`src/design/uads_pkg.sv`:
```
`timescale 1ns / 1ps

package uads_pkg;

    localparam int CFG_IDX_W = 3;

    localparam logic [CFG_IDX_W-1:0] CFG_FREE_STREAM_X = 3'd0;
    localparam logic [CFG_IDX_W-1:0] CFG_FREE_STREAM_Y = 3'd1;
    localparam logic [CFG_IDX_W-1:0] CFG_ADV_FACTOR    = 3'd2;
    localparam logic [CFG_IDX_W-1:0] CFG_DIFF_FACTOR   = 3'd3;
    localparam logic [CFG_IDX_W-1:0] CFG_UPDATE_MODE   = 3'd4;

    localparam logic signed [63:0] SAT_HI = 64'sh0000_0000_7FFF_FFFF;
    localparam logic signed [63:0] SAT_LO = 64'shFFFF_FFFF_8000_0000;
    localparam logic signed [31:0] Q_MAX  = 32'sh7FFF_FFFF;
    localparam logic signed [31:0] Q_MIN  = 32'sh8000_0000;

    // Rounding offsets for the two fixed-point scalings.
    localparam logic signed [63:0] HALF_LSB_16 = 64'sd32768;
    localparam logic signed [63:0] HALF_LSB_15 = 64'sd16384;

    typedef struct packed {
        logic signed [31:0] free_stream_x;
        logic signed [31:0] free_stream_y;
        logic signed [31:0] adv_factor;
        logic signed [31:0] diff_factor;
        logic               update_mode;
    } cfg_t;

    // One classified grid point, as handed from the front to the back.
    typedef struct packed {
        logic signed [31:0] a_sat;
        logic signed [31:0] b_sat;
        logic signed [31:0] dx_u;
        logic signed [31:0] dy_u;
        logic signed [31:0] dx_v;
        logic signed [31:0] dy_v;
        logic signed [31:0] lap_u;
        logic signed [31:0] lap_v;
        logic signed [32:0] base_u;
        logic signed [32:0] base_v;
    } point_t;

    typedef struct packed {
        logic full;
        logic empty;
    } queue_status_t;

    function automatic logic signed [31:0] sat32(input logic signed [63:0] x);
        logic signed [31:0] r;
        if (x > SAT_HI)
        begin
            r = Q_MAX;
        end
        else if (x < SAT_LO)
        begin
            r = Q_MIN;
        end
        else
        begin
            r = x[31:0];
        end
        return r;
    endfunction

endpackage

```
`src/design/uads_front.sv`:
```
`timescale 1ns / 1ps

module uads_front import uads_pkg::*;
(
    input  logic                clk,
    input  logic                rst_n,
    input  logic                start,
    output logic                busy,
    input  logic signed [31:0]  u_center,
    input  logic signed [31:0]  u_east,
    input  logic signed [31:0]  u_west,
    input  logic signed [31:0]  u_north,
    input  logic signed [31:0]  u_south,
    input  logic signed [31:0]  v_center,
    input  logic signed [31:0]  v_east,
    input  logic signed [31:0]  v_west,
    input  logic signed [31:0]  v_north,
    input  logic signed [31:0]  v_south,
    input  logic signed [31:0]  prev_u,
    input  logic signed [31:0]  prev_v,
    input  cfg_t                cfg,
    input  queue_status_t       q_status,
    output logic                push,
    output point_t              push_item
);

    logic        front_valid_reg;
    logic        front_valid_next;
    point_t      item_reg;
    point_t      item_next;
    logic        take;

    logic signed [32:0] a;
    logic signed [32:0] b;
    logic               a_pos;
    logic               b_pos;
    logic signed [32:0] dx_u_raw;
    logic signed [32:0] dy_u_raw;
    logic signed [32:0] dx_v_raw;
    logic signed [32:0] dy_v_raw;
    logic signed [34:0] lap_u_raw;
    logic signed [34:0] lap_v_raw;

    assign busy = front_valid_reg && q_status.full;
    assign take = start && !busy;
    assign push = front_valid_reg && !q_status.full;
    assign push_item = item_reg;

    always_comb
    begin
        a = 33'(u_center) + 33'(cfg.free_stream_x);
        b = 33'(v_center) + 33'(cfg.free_stream_y);
        // A velocity of exactly zero takes the downwind-side difference.
        a_pos = !a[32] && (a != '0);
        b_pos = !b[32] && (b != '0);

        dx_u_raw = a_pos ? (33'(u_center) - 33'(u_west)) : (33'(u_east) - 33'(u_center));
        dy_u_raw = b_pos ? (33'(u_center) - 33'(u_south)) : (33'(u_north) - 33'(u_center));
        dx_v_raw = a_pos ? (33'(v_center) - 33'(v_west)) : (33'(v_east) - 33'(v_center));
        dy_v_raw = b_pos ? (33'(v_center) - 33'(v_south)) : (33'(v_north) - 33'(v_center));

        lap_u_raw = 35'(u_east) + 35'(u_north) + 35'(u_west) + 35'(u_south)
                  - (35'(u_center) <<< 2);
        lap_v_raw = 35'(v_east) + 35'(v_north) + 35'(v_west) + 35'(v_south)
                  - (35'(v_center) <<< 2);

        item_next.a_sat = sat32(64'(a));
        item_next.b_sat = sat32(64'(b));
        item_next.dx_u  = sat32(64'(dx_u_raw));
        item_next.dy_u  = sat32(64'(dy_u_raw));
        item_next.dx_v  = sat32(64'(dx_v_raw));
        item_next.dy_v  = sat32(64'(dy_v_raw));
        item_next.lap_u = sat32(64'(lap_u_raw));
        item_next.lap_v = sat32(64'(lap_v_raw));
        item_next.base_u = cfg.update_mode ? (33'(prev_u) - 33'(u_center)) : 33'(prev_u);
        item_next.base_v = cfg.update_mode ? (33'(prev_v) - 33'(v_center)) : 33'(prev_v);
    end

    always_comb
    begin
        if (take)
        begin
            front_valid_next = 1'b1;
        end
        else if (push)
        begin
            front_valid_next = 1'b0;
        end
        else
        begin
            front_valid_next = front_valid_reg;
        end
    end

    always_ff @(posedge clk or negedge rst_n)
    begin
        if (!rst_n)
        begin
            front_valid_reg <= 1'b0;
        end
        else
        begin
            front_valid_reg <= front_valid_next;
        end
    end

    always_ff @(posedge clk)
    begin
        if (take)
        begin
            item_reg <= item_next;
        end
    end

    // A transaction accepted while the queue is full must not overwrite a held point.
    a_no_overwrite: assert property (@(posedge clk) disable iff (!rst_n)
        (front_valid_reg && q_status.full) |-> !take)
        else $error("front stage overwritten while held");

endmodule

```
`config.mk`:
```
export PLATFORM = sky130hd
export DESIGN_NAME = uads_front
export DESIGN_NICKNAME = d
export VERILOG_FILES = /design/src/design/uads_pkg.sv /design/src/design/uads_front.sv
export SDC_FILE = /design/constraint.sdc
export NUM_CORES = 2
export LEC_CHECK = 0
export ABC_AREA = 1
export ABC_CLOCK_PERIOD_IN_PS = 24400
export BUFFER_PORTS_ARGS = -buffer_cell sky130_fd_sc_hd__buf_4
export CAP_MARGIN = 20
export CORE_AREA = 8 8 326 328
export DETAILED_ROUTE_END_ITERATION = 10
export DIE_AREA = 0 0 334 336
export PLACE_DENSITY = 0.66
export SLEW_MARGIN = 40
export SYNTH_ARGS = -nofsm -noshare
export SYNTH_HDL_FRONTEND = slang
export SYNTH_SLANG_ARGS = --single-unit
```
`constraint.sdc`:
```
create_clock -name clk -period 24.4 [get_ports clk]
set_clock_uncertainty 0.15 [all_clocks]
set_input_delay 3.66 -clock clk [delete_from_list [all_inputs] [get_ports clk]]
set_output_delay 3.66 -clock clk [all_outputs]
set_load 0.05 [all_outputs]
```
==> out/metrics.csv <==
stage;metric;value;unit
global_routing;antenna_found_initial;18;
cts;cts_buffers;41;
critical_path;critPathTopFamily;adder cells;
global_routing;grtUsageTotal;37.1;%
cts;cts_repair_resize_count;0;
synthesis;synth-main-ff-cell;edfxtp_1;
cts;hold_buffers;0;
global_routing;grt_start_max_net_pins;93;
job;max-cap-violations;0;
sta;slew_headroom;39.5;%
layout;synthToLayoutAreaGrowth;18.7;%
floorplan;fp.dieArea;112000;µm²
critical_path;crit_fanout;31;
sta;maxSlewViolCount;0;
sta;tightest_slew;0.898;ns
place;hpwl;190000;µm
pwr;switching_share;53.3;%
route;wl_met1;82600;µm
sta;fin_setup_tns;0;ns
sta;finalSetupViolations;0;
critical_path;slowest_stage;fa_1;
synthesis;synth_edf_count;322;
pwr;combPwrFrac;66.4;%
pwr;seqPwrFrac;19.8;%
critical_path;worst_setup_path_start_kind;primary input;
critical_path;cpPeakStageDelay;0.52;ns
route;first_iter_violations;4779;
global_routing;grt_pass1_wl;309000;µm
pwr;internal_power;2180;µW
cts;clk_latency;0.62;ns
sta;final.period_utilization;36.1;%
place;gp_congestion;1.10;
pwr;p_sw;2490;µW
pwr;leakage;0.0286;µW
pwr;p_per_area;85.5;nW/µm²
floorplan;initial_core_util;45.6;%
place;dp_cells;8760;
cts;cts_sinks;323;
sta;period_needed;8.81;ns
floorplan;die_y;336;µm
floorplan;ios;842;
route;route.met2.wl;99100;µm
floorplan;die_x;334;µm
worst_hold_path;hp-class;flop to flop;
global_routing;gr-total-overflow;0;
route;wl_met3;19800;µm
route;viasPerCell;5.55;
cts;cts_buffer_depth;3;
synthesis;synth_warnings;0;
route;routed_wl;218000;µm
floorplan;core-area;101000;µm²
synthesis;synth_seq_cells;323;
critical_path;endpoint_kind;flop;
route;vias;49100;
layout;fin_cells;8850;
cts;clkTransAtPathRegs;0.06;ns
layout;final_common_cell;nand2_1;
critical_path;path_buf_inv;3;
cts;cts_tree;done;
critical_path;crit_chain;buf_4, inv_1, fa_1, fa_1, inv_1, fa_1, fa_1, nand3b_1, nand2_1, a21oi_1, o21ai_1, a21oi_1, o21ai_0, nand3_1, nand3_1, nand2_1, nand3_1, nand2_2, nand2_1, nand2_1;
critical_path;path_class;primary input to flop;
layout;nets;8679;
cts;cts_root_buf;clkbuf_16;
sta;fmax;0.113;GHz
critical_path;cp_data_required_time;24.61;ns
synthesis;netlist_instances;6744;
route;antenna_left;0;
synthesis;synth.distinct_cells;50;
synthesis;synth.yosys.seq_area_share;21.1;%
synthesis;synth_nets;7928;
layout;final_cell_mix;1948 x nand2_1, 1195 x inv_1, 793 x buf_4, 532 x a21oi_1, 481 x nor2_1;
layout;drive_gt1_share;12.4;%
layout;largest_register_ffs;322;
floorplan;rows;117;
synthesis;async_reset_ff_share;0.310;%
route;firstDrtPassIters;6;
global_routing;grt_pass1_vias;47400;
synthesis;synth_area;46000;µm²
synthesis;synth.avg_cell_area;6.83;µm²
pwr;vdd_drop_max;0.175;mV
sta;rsz0062_at_grt;false;
run_status;status;finished, final reports clean;
route;top_layer_used;met5;
place;io_buffers;776;
layout;fin_util;54.1;%
route;drc;0;
cts;htreeDepth;2;
critical_path;arrival;9.02;ns
cts;post_cts_buffers;0;
route;wl_per_cell;24.6;µm
sta;hold_violations;0;
pwr;clock_power_share;13.8;%
[cell usage after synthesis, types with 20 or more instances]
cell	instances	area (µm²)
o21ai_1	20	100
inv_1	1196	4490
ha_1	456	5710
a31oi_1	59	369
nor4_1	29	181
nand2_1	1952	7330
o21a_1	38	285
or2_2	40	250
fa_1	210	4200
nor2_1	482	1810
nand3_1	265	1330
a21o_1	61	458
o21bai_1	36	270
xor2_1	158	1380
nand4_1	84	526
clkbuf_1	24	90.1
xnor2_1	163	1430
o21ai_0	370	1850
edfxtp_1	322	9670
nor3_1	71	355
buf_2	41	205
a21oi_1	532	2660
[cell families after synthesis]
family,count (synthesis),synth area share (%)
adders and majority gates,666,21.5
DFF,323,21.1
xor gates and xnor gates,323,6.18
AOI/OAI and AO/OA,1184,14.2
and+or+nand+nor,2959,26.1
buffers and inverters,1289,10.9
[worst paths after layout]
check / from / end / slack (ns) / depth (start not counted)
max: u_center[0] / push_item[100]$_SDFFCE_PN1P_ / 15.59 / 20
min: front_valid_reg$_DFFE_PN0P_ / front_valid_reg$_DFFE_PN0P_ / 0.36 / 2
max reg2reg: front_valid_reg$_DFFE_PN0P_ / push_item[233]$_SDFFCE_PN1P_ / 20.98 / 6
min reg2reg: front_valid_reg$_DFFE_PN0P_ / front_valid_reg$_DFFE_PN0P_ / 0.36 / 2
max in group asynchronous: rst_n / front_valid_reg$_DFFE_PN0P_ / 21.37 / 1
min in group asynchronous: rst_n / front_valid_reg$_DFFE_PN0P_ / 2.65 / 1
[per-layer routing]
| layer | vias to the layer above | global-route usage [%] |
|---|---|---|
| met5 | - | 0 |
| met4 | 10 | 22.8 |
| met2 | 2261 | 61.5 |
| met3 | 522 | 8.30 |
| met1 | 22900 | 43.7 |
| li1 | 23400 | - |
[per-stage QoR]
stage / hold WS, ns / power (µW) / area [µm²] / worst slack (ns)
floorplan: 0.306 / 3050 / 46000 / 5.86
global placement: 0.319 / 3960 / 53200 / 14.73
detailed placement: 0.339 / 3990 / 53200 / 15.01
CTS: 0.354 / 4650 / 54600 / 15.67
global route: 0.388 / 4980 / 54600 / 15.26
finish: 0.355 / 4670 / 54600 / 15.59
[power by group through the flow]
stage | registers (µW) | clock network, µW | logic [µW]
after global placement | 935 | 0 | 3030
after CTS | 927 | 655 | 3070
after detailed placement | 936 | 0 | 3050
final | 927 | 644 | 3100
after floorplan | 1380 | 0 | 1670
after global routing | 936 | 673 | 3370
[cell type report]
cell class	instances	area, µm²
Sequential cell	323	9690
Tap cell	1309	1640
Fill cell	10200	46400
Multi-Input combinational cell	5132	31400
Clock buffer	44	1040
Antenna cell	13	32.5
Inverter	1200	4500
Timing Repair Buffer	797	6010
Clock inverter	32	350
[worst min-delay path, delay by kind of cell, from the launching register on]
kind | cells | cell delay, ns
flops | 1 | 0.34
simple gates | 2 | 0.14
Note: power is estimated with default switching activity, not from simulation.
