### config.mk
export PLATFORM = sky130hd
export DESIGN_NAME = uads_queue
export DESIGN_NICKNAME = d
export VERILOG_FILES = /design/src/design/uads_pkg.sv /design/src/design/uads_queue.sv
export SDC_FILE = /design/constraint.sdc
export NUM_CORES = 1
export LEC_CHECK = 0
export ABC_CLOCK_PERIOD_IN_PS = 15300
export BUFFER_PORTS_ARGS = -buffer_cell sky130_fd_sc_hd__buf_2
export CAP_MARGIN = 20
export CORE_AREA = 4 4 253 255
export DETAILED_ROUTE_END_ITERATION = 16
export DIE_AREA = 0 0 257 259
export PLACE_DENSITY = 0.65
export REMOVE_ABC_BUFFERS = 1
export SYNTH_ARGS = -nofsm -noshare
export SYNTH_HDL_FRONTEND = slang
export SYNTH_SLANG_ARGS = --single-unit
### constraint.sdc
create_clock -name clk -period 15.3 [get_ports clk]
set_input_delay 3.06 -clock clk [delete_from_list [all_inputs] [get_ports clk]]
set_output_delay 3.06 -clock clk [all_outputs]
set_load 0.03 [all_outputs]
### src/design/uads_pkg.sv
`timescale 1ns / 1ps

package uads_pkg;

    localparam int CFG_IDX_W = 3;

    localparam logic [CFG_IDX_W-1:0] CFG_FREE_STREAM_X = 3'd0;
    localparam logic [CFG_IDX_W-1:0] CFG_FREE_STREAM_Y = 3'd1;
    localparam logic [CFG_IDX_W-1:0] CFG_ADV_FACTOR    = 3'd2;
    localparam logic [CFG_IDX_W-1:0] CFG_DIFF_FACTOR   = 3'd3;
    localparam logic [CFG_IDX_W-1:0] CFG_UPDATE_MODE   = 3'd4;

    localparam logic signed [63:0] SAT_HI = 64'sh0000_0000_7FFF_FFFF;
    localparam logic signed [63:0] SAT_LO = 64'shFFFF_FFFF_8000_0000;
    localparam logic signed [31:0] Q_MAX  = 32'sh7FFF_FFFF;
    localparam logic signed [31:0] Q_MIN  = 32'sh8000_0000;

    // Rounding offsets for the two fixed-point scalings.
    localparam logic signed [63:0] HALF_LSB_16 = 64'sd32768;
    localparam logic signed [63:0] HALF_LSB_15 = 64'sd16384;

    typedef struct packed {
        logic signed [31:0] free_stream_x;
        logic signed [31:0] free_stream_y;
        logic signed [31:0] adv_factor;
        logic signed [31:0] diff_factor;
        logic               update_mode;
    } cfg_t;

    // One classified grid point, as handed from the front to the back.
    typedef struct packed {
        logic signed [31:0] a_sat;
        logic signed [31:0] b_sat;
        logic signed [31:0] dx_u;
        logic signed [31:0] dy_u;
        logic signed [31:0] dx_v;
        logic signed [31:0] dy_v;
        logic signed [31:0] lap_u;
        logic signed [31:0] lap_v;
        logic signed [32:0] base_u;
        logic signed [32:0] base_v;
    } point_t;

    typedef struct packed {
        logic full;
        logic empty;
    } queue_status_t;

    function automatic logic signed [31:0] sat32(input logic signed [63:0] x);
        logic signed [31:0] r;
        if (x > SAT_HI)
        begin
            r = Q_MAX;
        end
        else if (x < SAT_LO)
        begin
            r = Q_MIN;
        end
        else
        begin
            r = x[31:0];
        end
        return r;
    endfunction

endpackage

### src/design/uads_queue.sv
`timescale 1ns / 1ps

module uads_queue import uads_pkg::*;
#(
    parameter int DEPTH = 2
)
(
    input  logic          clk,
    input  logic          rst_n,
    input  logic          push,
    input  point_t        push_item,
    input  logic          pop,
    output point_t        pop_item,
    output queue_status_t status
);

    localparam int AW = (DEPTH > 1) ? $clog2(DEPTH) : 1;
    localparam int CW = $clog2(DEPTH + 1);

    point_t          entries_reg [DEPTH];
    logic [AW-1:0]   wr_ptr_reg;
    logic [AW-1:0]   wr_ptr_next;
    logic [AW-1:0]   rd_ptr_reg;
    logic [AW-1:0]   rd_ptr_next;
    logic [CW-1:0]   count_reg;
    logic [CW-1:0]   count_next;
    logic            do_push;
    logic            do_pop;

    assign status.full  = (count_reg == CW'(DEPTH));
    assign status.empty = (count_reg == '0);
    assign do_push = push && !status.full;
    assign do_pop  = pop && !status.empty;
    assign pop_item = entries_reg[rd_ptr_reg];

    always_comb
    begin
        wr_ptr_next = wr_ptr_reg;
        rd_ptr_next = rd_ptr_reg;
        count_next  = count_reg;
        if (do_push)
        begin
            wr_ptr_next = (wr_ptr_reg == AW'(DEPTH - 1)) ? '0 : wr_ptr_reg + 1'b1;
        end
        if (do_pop)
        begin
            rd_ptr_next = (rd_ptr_reg == AW'(DEPTH - 1)) ? '0 : rd_ptr_reg + 1'b1;
        end
        if (do_push && !do_pop)
        begin
            count_next = count_reg + 1'b1;
        end
        else if (do_pop && !do_push)
        begin
            count_next = count_reg - 1'b1;
        end
    end

    always_ff @(posedge clk or negedge rst_n)
    begin
        if (!rst_n)
        begin
            wr_ptr_reg <= '0;
            rd_ptr_reg <= '0;
            count_reg  <= '0;
        end
        else
        begin
            wr_ptr_reg <= wr_ptr_next;
            rd_ptr_reg <= rd_ptr_next;
            count_reg  <= count_next;
        end
    end

    always_ff @(posedge clk)
    begin
        if (do_push)
        begin
            entries_reg[wr_ptr_reg] <= push_item;
        end
    end

    a_count_bound: assert property (@(posedge clk) disable iff (!rst_n)
        count_reg <= CW'(DEPTH))
        else $error("queue count beyond depth");

    a_no_push_full: assert property (@(posedge clk) disable iff (!rst_n)
        push |-> !status.full)
        else $error("push into a full queue");

    a_count_step: assert property (@(posedge clk) disable iff (!rst_n)
        (push && !pop) |=> (count_reg == $past(count_reg) + 1'b1))
        else $error("queue lost a point");

endmodule

==> flow_metrics.py, run 1 <==
metrics = {
    "status": {
        "status": "finished, final reports clean",
    },
    "global_routing": {
        "grt_pass1_vias": 13100,
        "gr-usage-all-layers_pct": 15.8,
        "grt_max_degree": 164,
        "grt.overflow.total": 0,
        "grt_pass1_wl_um": 79700,
        "antenna_found_initial": 14,
    },
    "power_and_ir_drop": {
        "p_switching_mw": 2.35,
        "power.leakage_nw": 12.2,
        "p_comb_share_pct": 37.7,
        "pwr-share-seq_pct": 38.6,
        "clockPowerShare_pct": 23.6,
        "switching_share_pct": 35.4,
        "p_per_area_nw_per_um2": 215,
        "p_int_mw": 4.28,
        "ir_worst_vdd_v": 0.000152,
        "totalPowerFinal_mw": 6.63,
    },
    "drt": {
        "vias": 12100,
        "dr.pass1.iters": 4,
        "dr.first_iter.drc_count": 591,
        "route.detailed.drc": 0,
        "routed_via_density": 4.65,
        "wl_per_cell_um": 21.1,
        "drt-total-wl_um": 54900,
        "ant_nets": 0,
    },
    "synthesis": {
        "synth-seq-area-share_pct": 79.2,
        "synth_warnings": 0,
        "netlist_area_um2": 24500,
        "avgSynthCellArea_um2": 24.0,
        "netlist_instances": 1021,
        "ys_ff_latch": 648,
        "synthDistinctLibCells": 15,
    },
    "floorplan": {
        "pin_count": 650,
        "die_w_um": 257,
        "core_area_um2": 61600,
        "die_h_um": 259,
        "initial_core_util_pct": 39.9,
        "fp-row-count": 91,
        "dieArea_um2": 66600,
    },
    "min_path": {
        "hold_class": "register to register",
    },
    "final_layout": {
        "nets": 2043,
        "final_common_cell": "buf_2",
        "largest_reg_flops": 644,
        "layout.area.seq_um2": 19400,
        "syn2layout_area_growth_pct": 25.3,
        "drive_above_1_share_pct": 61.3,
        "fill_cells": 5078,
        "multi_input_area_um2": 4740,
        "fin_cells": 2608,
        "layout_common_cells": "buf_2, edfxtp_1, mux2_4, clkbuf_16, mux2_2",
    },
    "placement": {
        "port_buffers": 649,
        "dp_hpwl_um": 39000,
        "preCtsSetupSlack_ns": 8.80,
        "place_inst": 2482,
        "place_congestion": 0.811,
    },
    "critical_path": {
        "critical_path_class": "register to primary output",
        "cp.arrival_ns": 4.01,
        "crit_slowest_cell": "buf_4",
        "end_kind": "primary output",
        "critPathLaunchType": "register",
        "required_ns": 12.24,
        "worstPathMaxFanout": 65,
        "path_common_cell": "buf_4",
        "crit_path_max_incr_delay_ns": 0.94,
        "critPathBufInv": 3,
        "cpLargestDelayFamily": "buffers and inverters",
        "path_cells": "buf_4, buf_4, mux2_2, buf_2",
    },
    "cts": {
        "clock_latency_ns": 0.59,
        "cts.path.max_buffers": 3,
        "cts_resized": 0,
        "clock-sinks": 648,
        "numCtsBuffers": 69,
        "cts-root-buf": "clkbuf_16",
        "postCtsSetupBuffers": 0,
        "htreeDepth": 3,
        "cts_tree": "built",
        "clkSlewWorstSetupHoldPaths_ns": 0.06,
        "ctsHoldBuffers": 0,
    },
    "sta": {
        "finalWorstSetupSlack_ns": 8.23,
        "grt_setup_unrepaired": "false",
        "hold_viol_final": 0,
        "timing.slew.headroom_pct": 17.3,
        "final.min_clock_period_ns": 7.07,
        "fmax_mhz": 141,
        "setup_violations": 0,
        "fin_crit_sh_pct": 46.2,
        "slew_viol_final": 0,
        "skew_ns": 0.0237,
        "worstMarginPinSlew_ns": 1.24,
    },
    "run": {
        "maxCapViolations": 0,
    },
}
-- synth_stat cells (all sizes together) --
cell | n | area [um^2]
inv | 2 | 7.51
ha | 1 | 12.5
dfrtp | 4 | 100
edfxtp | 644 | 19300
o21ai | 1 | 5.00
xor2 | 2 | 17.5
nand2b | 1 | 6.26
and3 | 1 | 6.26
buf | 36 | 374
nand2 | 1 | 3.75
nor2 | 3 | 11.3
mux2 | 322 | 4640
xnor2 | 3 | 26.3
-- final timing paths --
path | slack, ns | depth (start not counted) | from | end
worst max-delay path | 8.23 | 4 | rd_ptr_reg$_DFFE_PN0P_ | pop_item[11]
worst min-delay path | 0.51 | 1 | count_reg[1]$_DFFE_PN0P_ | count_reg[1]$_DFFE_PN0P_
worst max register to register | 11.77 | 5 | count_reg[0]$_DFFE_PN0P_ | entries_reg[0][258]$_DFFE_PP_
worst min register to register | 0.51 | 1 | count_reg[1]$_DFFE_PN0P_ | count_reg[1]$_DFFE_PN0P_
max in group asynchronous | 12.89 | 1 | rst_n | rd_ptr_reg$_DFFE_PN0P_
min in group asynchronous | 2.27 | 1 | rst_n | rd_ptr_reg$_DFFE_PN0P_
-- power by group through the flow --
stage	Combinational [mW]	Sequential, mW	Clock, mW
finish	2.50	2.56	1.57
CTS	2.54	2.57	1.62
global placement	2.52	2.58	0
detailed placement	2.53	2.60	0
global route	2.62	2.59	1.69
floorplan	2.23	2.90	0
-- worst register-to-register path, delay by kind of cell (launching register included) --
kind / cells / cell delay [ns]
simple gates: 3 / 0.89
buf+inv: 2 / 1.75
flops: 1 / 0.44
-- logic make-up (layout without fill, tap and decap cells) --
kind of cell,after synthesis,in the layout,synth area share (%)
DFF,648,648,79.2
muxes,322,322,18.9
buffers and inverters,38,777,1.55
and+or+nand+nor,6,6,0.112
xor gates and xnor gates,5,5,0.178
adders and majority gates,1,1,0.0510
AOI/OAI and AO/OA,1,1,0.0204
other,0,11,0
-- through the flow --
step	instance area [um^2]	hold slack, ns	utilization (%)	TNS (ns)
6_report	30800	0.513	49.9	0
4_1_cts	30700	0.522	49.9	0
3_5_place_dp	28600	0.510	46.4	0
2_1_floorplan	24200	0.461	-	-705.10
5_1_grt	30700	0.542	49.9	0
3_3_place_gp	28600	0.502	46.4	0
-- metal layers --
metal	up-vias	routed length, um	GRT usage (%)
met4	6	1860	6.99
met5	-	46	0
li1	5486	-	-
met2	490	29200	28.4
met1	6044	19400	17.1
met3	111	4420	5.32
-- layout make-up --
class                   instances  share of cell area (%)
flip-flops and latches        648                    63.2
multi-input cells             335                    15.4
repair buffers                660                    10.9
clock buffers                  83                    5.85
well taps                     837                    3.41
clock inverters                32                    1.08
diodes                         11                  0.0895
inverters                       2                  0.0244
Power figures use the tool's default switching activity.
==> run 2: changes to the inputs <==
ABC_AREA = 1   (was unset)
ABC_CLOCK_PERIOD_IN_PS = 7020   (was 15300)
PLACE_DENSITY = unset   (was 0.65)
clock period = 7.02 ns   (was 15.3 ns; I/O delays follow)
==> flow_metrics.py, run 2 <==
metrics = {
    "floorplan": {
        "pin_count": 650,
        "core_area_um2": 61600,
        "die_w_um": 257,
        "dieArea_um2": 66600,
        "fp-row-count": 91,
        "initial_core_util_pct": 38.5,
        "die_h_um": 259,
    },
    "sta": {
        "skew_ns": 0.0111,
        "setup_violations": 0,
        "fin_crit_sh_pct": 70.1,
        "fin_setup_tns_ns": 0,
        "timing.slew.headroom_pct": 26.8,
        "final.min_clock_period_ns": 4.92,
        "hold_viol_final": 0,
        "worstMarginPinSlew_ns": 1.10,
        "slew_viol_final": 0,
        "grt_setup_unrepaired": "false",
        "finalWorstSetupSlack_ns": 2.10,
        "fmax_mhz": 203,
    },
    "cts": {
        "cts_resized": 0,
        "htreeDepth": 3,
        "ctsHoldBuffers": 0,
        "cts.path.max_buffers": 3,
        "postCtsSetupBuffers": 0,
        "clkSlewWorstSetupHoldPaths_ns": 0.06,
        "cts_tree": "built",
        "clock-sinks": 648,
        "cts-root-buf": "clkbuf_16",
        "numCtsBuffers": 71,
        "clock_latency_ns": 0.60,
    },
    "placement": {
        "place_congestion": 0.819,
        "preCtsSetupSlack_ns": 2.65,
        "place_area_um2": 27700,
        "dp_hpwl_um": 40000,
        "port_buffers": 649,
    },
    "global_routing": {
        "grt_max_degree": 176,
        "gr-usage-all-layers_pct": 17.4,
        "grt_pass1_wl_um": 89200,
        "antenna_found_initial": 19,
        "grt.overflow.total": 0,
        "grt_pass1_vias": 15000,
    },
    "synthesis": {
        "synth_compound_area_share_pct": 0.0422,
        "synth_warnings": 0,
        "avgSynthCellArea_um2": 13.8,
        "synth_common_cells": "nand2_1, edfxtp_1, buf_2, buf_6, buf_4",
        "synth-xor-area-share_pct": 0.0369,
        "synth-async-reset-ratio_pct": 0.617,
        "synthAdderAreaFrac_pct": 0.0528,
        "netlist_area_um2": 23700,
        "yosys.area_share.simple_pct": 15.6,
        "yosysTopAreaCell": "edfxtp_1",
        "yosysTopAreaCellShare_pct": 81.6,
        "synth_most_common_cell": "nand2_1",
        "synthMuxAreaShare_pct": 0,
        "synthDistinctLibCells": 16,
        "synth-edff-count": 644,
        "synth_top_flop_cell": "edfxtp_1",
        "synth-seq-area-share_pct": 82.0,
        "netlist_instances": 1713,
        "synthTopCellsByArea": "edfxtp_1, nand2_1, buf_6",
        "ys_ff_latch": 648,
        "synth_top_family_by_area": "simple AND/OR/NAND/NOR gates",
    },
    "critical_path": {
        "required_ns": 5.62,
        "end_kind": "primary output",
        "worstPathMaxFanout": 97,
        "path_cells": "buf_4, buf_4, nand2_1, nand2_1, buf_2",
        "crit_path_max_incr_delay_ns": 0.88,
        "crit_slowest_cell": "buf_4",
        "cp.arrival_ns": 3.51,
        "critical_path_class": "register to primary output",
        "critPathLaunchType": "register",
    },
    "final_layout": {
        "nets": 2703,
        "largest_reg_flops": 644,
        "final_util_pct": 48.6,
        "syn2layout_area_growth_pct": 26.3,
        "fill_cells": 5386,
        "final_common_cell": "nand2_1",
        "layout_common_cells": "nand2_1, buf_2, edfxtp_1, clkbuf_16",
        "finalInstanceArea_um2": 29900,
        "drive_above_1_share_pct": 31.4,
    },
    "power_and_ir_drop": {
        "ir_worst_vdd_v": 0.000294,
        "p_per_area_nw_per_um2": 486,
        "power.leakage_nw": 12.8,
    },
    "min_path": {
        "hold_class": "register to register",
    },
    "drt": {
        "drt-total-wl_um": 60400,
        "dr.pass1.iters": 5,
        "route.detailed.drc": 0,
        "dr.first_iter.drc_count": 950,
        "vias": 15000,
        "ant_nets": 0,
        "routed_via_density": 4.57,
        "wl_per_cell_um": 18.4,
    },
    "status": {
        "status": "finished, final reports clean",
    },
    "run": {
        "maxCapViolations": 0,
    },
}
==> run 2: final cells by class <==
class,instances,area [um^2],share of cell area (%)
clock buffers,88,1890,6.32
repair buffers,661,3400,11.4
inverters,8,45.0,0.150
well taps,837,1050,3.50
diodes,13,32.5,0.109
multi-input cells,986,3730,12.5
flip-flops and latches,648,19400,64.9
clock inverters,38,348,1.16
==> run 2: power by group <==
group          switching, mW  leakage [nW]  internal, mW
logic                   4.29          5.62          1.22
clock network           1.47          1.09          2.08
registers              0.220          6.04          5.28
total                   5.98          12.7          8.58
==> run 2: final timing paths <==
path,cells after the start,slack [ns],from,to
setup / recovery,5,2.10,rd_ptr_reg$_DFFE_PN0P_,pop_item[310]
hold / removal,2,0.49,wr_ptr_reg$_DFFE_PN0P_,wr_ptr_reg$_DFFE_PN0P_
setup reg to reg,6,4.44,count_reg[1]$_DFFE_PN0P_,entries_reg[0][107]$_DFFE_PP_
hold reg to reg,2,0.49,wr_ptr_reg$_DFFE_PN0P_,wr_ptr_reg$_DFFE_PN0P_
max in group asynchronous,1,6.26,rst_n,rd_ptr_reg$_DFFE_PN0P_
min in group asynchronous,1,0.62,rst_n,count_reg[1]$_DFFE_PN0P_
==> run 2: metal layers <==
| layer | share of wire, % | GRT usage (%) | vias to the layer above | routed length, um |
|---|---|---|---|---|
| met5 | 0.16 | 0 | - | 96 |
| met1 | 37 | 20.0 | 7153 | 22400 |
| li1 | - | - | 7164 | - |
| met2 | 52 | 30.3 | 529 | 31200 |
| met3 | 8.4 | 6.26 | 109 | 5060 |
| met4 | 2.8 | 5.77 | 14 | 1670 |
==> run 2: logic make-up after synthesis <==
family,Yosys count
adders and majority gates,1
DFF,648
AOI/OAI and AO/OA,2
xor gates and xnor gates,1
buffers and inverters,79
and+or+nand+nor,982
==> run 2: metrics by stage <==
step           hold WS [ns]  std cells  total power [mW]
2_1_floorplan         0.449       1642              9.78
3_3_place_gp          0.464       3140              11.1
3_5_place_dp          0.479       3140              11.2
5_1_grt               0.534       3276              15.3
4_1_cts               0.495       3266              14.8
6_report              0.490       3279              14.6
==> run 2: critical path, delay by kind of cell, from the launching register on <==
family,cells,cell delay [ns]
buffers and inverters,3,1.74
flip-flops,1,0.75
AND/OR/NAND/NOR,2,0.26
==> run 3: changes to the inputs <==
ABC_CLOCK_PERIOD_IN_PS = 4100   (was 7020)
CORE_AREA = 4 4 251 253   (was 4 4 253 255)
DIE_AREA = 0 0 255 257   (was 0 0 257 259)
clock period = 4.1 ns   (was 7.02 ns; I/O delays follow)
==> flow_metrics.py, run 3 (synthesis results as in run 2) <==
metrics = {
    "sta": {
        "grt_setup_unrepaired": "false",
        "final.min_clock_period_ns": 3.28,
        "finalWorstSetupSlack_ns": 0.823,
        "slew_viol_final": 0,
        "timing.slew.headroom_pct": 32.3,
        "hold_viol_final": 0,
        "setup_violations": 0,
        "worstMarginPinSlew_ns": 1.02,
        "fin_setup_tns_ns": 0,
        "fin_crit_sh_pct": 79.9,
        "fmax_mhz": 305,
        "skew_ns": 0.0180,
    },
    "critical_path": {
        "path_cells": "inv_8, buf_12, nand2_1, nand2_1, buf_2",
        "critPathBufInv": 3,
        "critPathLaunchType": "register",
        "worstPathMaxFanout": 100,
        "r2r_slack_ns": 1.89,
        "critical_path_class": "register to primary output",
        "end_kind": "primary output",
        "cp-startpoint": "rd_ptr_reg$_DFFE_PN0P_",
        "path_depth": 5,
        "path_common_cell": "nand2_1",
        "cp.arrival_ns": 2.46,
        "required_ns": 3.28,
        "reg2reg_from": "count_reg[1]$_DFFE_PN0P_",
        "crit_path_max_incr_delay_ns": 0.53,
        "critPathCapture": "pop_item[114]",
        "r2r_cells": 6,
        "crit_slowest_cell": "dfrtp_4",
        "r2r-end": "entries_reg[0][168]$_DFFE_PP_",
        "cpLargestDelayFamily": "buffers and inverters",
    },
    "cts": {
        "numCtsBuffers": 68,
        "htreeDepth": 3,
        "cts_tree": "built",
        "clock_latency_ns": 0.59,
        "cts.path.max_buffers": 3,
        "clock-sinks": 648,
        "clkSlewWorstSetupHoldPaths_ns": 0.06,
        "cts-root-buf": "clkbuf_16",
    },
    "drt": {
        "routed_via_density": 4.66,
        "route.detailed.drc": 0,
        "dr.first_iter.drc_count": 924,
        "dr.pass1.iters": 4,
        "wl_per_cell_um": 18.9,
        "drt-total-wl_um": 61200,
        "vias": 15100,
        "ant_nets": 0,
    },
    "power_and_ir_drop": {
        "ir_worst_vdd_v": 0.000650,
        "totalPowerFinal_mw": 24.8,
        "power.leakage_nw": 12.8,
        "p_per_area_nw_per_um2": 827,
    },
    "floorplan": {
        "fp-row-count": 91,
        "dieArea_um2": 65500,
        "pin_count": 650,
        "die_h_um": 257,
        "core_area_um2": 61000,
        "initial_core_util_pct": 38.9,
        "die_w_um": 255,
    },
    "min_path": {
        "hp-start": "push_item[189]",
        "min_path_cells": 1,
        "hold_class": "primary input to register",
    },
    "run": {
        "maxCapViolations": 0,
    },
    "final_layout": {
        "largest_reg_flops": 644,
        "final_common_cell": "nand2_1",
        "finalInstanceArea_um2": 29900,
        "drive_above_1_share_pct": 31.5,
        "nets": 2711,
        "syn2layout_area_growth_pct": 26.2,
        "layout_common_cells": "nand2_1, buf_2, edfxtp_1, clkbuf_16, clkbuf_1",
        "fill_cells": 5383,
    },
    "global_routing": {
        "grt_pass1_wl_um": 89400,
        "grt_pass1_vias": 15100,
        "grt.overflow.total": 0,
        "antenna_found_initial": 33,
        "grt_max_degree": 173,
        "gr-usage-all-layers_pct": 18.0,
    },
    "placement": {
        "place_congestion": 0.823,
        "dp_hpwl_um": 42100,
        "preCtsSetupSlack_ns": 1.41,
        "port_buffers": 649,
        "place_area_um2": 27800,
    },
    "status": {
        "status": "finished, final reports clean",
    },
}
## run 3: cell types whose count changed in the layout (fill, tap and decap cells not counted), moves of 2 or more
cell | previous run | this run
buf_12 | 5 | 11
buf_4 | 7 | 11
clkbuf_1 | 14 | 17
clkbuf_16 | 73 | 70
clkinv_1 | 14 | 9
clkinv_4 | 2 | 0
diode_2 | 13 | 23
inv_16 | 2 | 0
## run 3: through the flow
| stage | std cells | util (%) | hold WS, ns |
|---|---|---|---|
| after detailed placement | 3103 | 45.5 | 0.474 |
| after global routing | 3234 | 49.0 | 0.376 |
| after global placement | 3103 | 45.5 | 0.463 |
| final | 3244 | 49.0 | 0.414 |
| after CTS | 3221 | 49.0 | 0.363 |
| after floorplan | 1642 | - | 0.449 |
## run 3: metal layers
layer	wire, um	global-route usage [%]	part of all wire (%)	up-vias
met3	5540	7.05	9.1	125
met4	1900	7.09	3.1	14
li1	-	-	-	7176
met5	85	0	0.14	-
met1	22500	20.3	37	7294
met2	31200	30.7	51	504
## run 3: cell type report
type | instances | area, um^2 | area share (%)
inverter | 8 | 45.0 | 0.150
tap | 790 | 988 | 3.30
sequential | 648 | 19400 | 65.0
timing repair buffer | 672 | 3560 | 11.9
clock buffer | 87 | 1820 | 6.07
antenna | 23 | 57.6 | 0.192
clock inverter | 30 | 292 | 0.974
multi-input combinational | 986 | 3730 | 12.5
## run 3: repair_timing
action                                  CTS  global route
resized for setup                         0             0
setup buffers                             0             0
endpoints found under the setup margin    0             0
hold endpoints to repair                  1             0
hold buffers                              1             0
## run 3: how the worst min path moves through the flow
| stage | endpoint | slack [ns] |
|---|---|---|
| floorplan | wr_ptr_reg$_DFFE_PN0P_ | 0.45 |
| global placement | wr_ptr_reg$_DFFE_PN0P_ | 0.46 |
| detailed placement | wr_ptr_reg$_DFFE_PN0P_ | 0.47 |
| CTS | entries_reg[0][69]$_DFFE_PP_ | 0.36 |
| global route | entries_reg[0][42]$_DFFE_PP_ | 0.38 |
| finish | entries_reg[1][189]$_DFFE_PP_ | 0.41 |
## run 3: report_power, final
group,internal [mW],leakage (nW),switching [mW]
clock,3.40,1.02,2.44
sequential,9.02,6.04,0.332
combinational,2.19,5.70,7.39
## run 3: worst reg2reg max path, stage by stage, from the launching register on
cell and delay [ns]:
dfrtp_1 0.40, inv_1 0.09, nor2_1 0.05, nor2_1 0.13, nand2_1 0.16, inv_8 0.48
buf_12 0.46
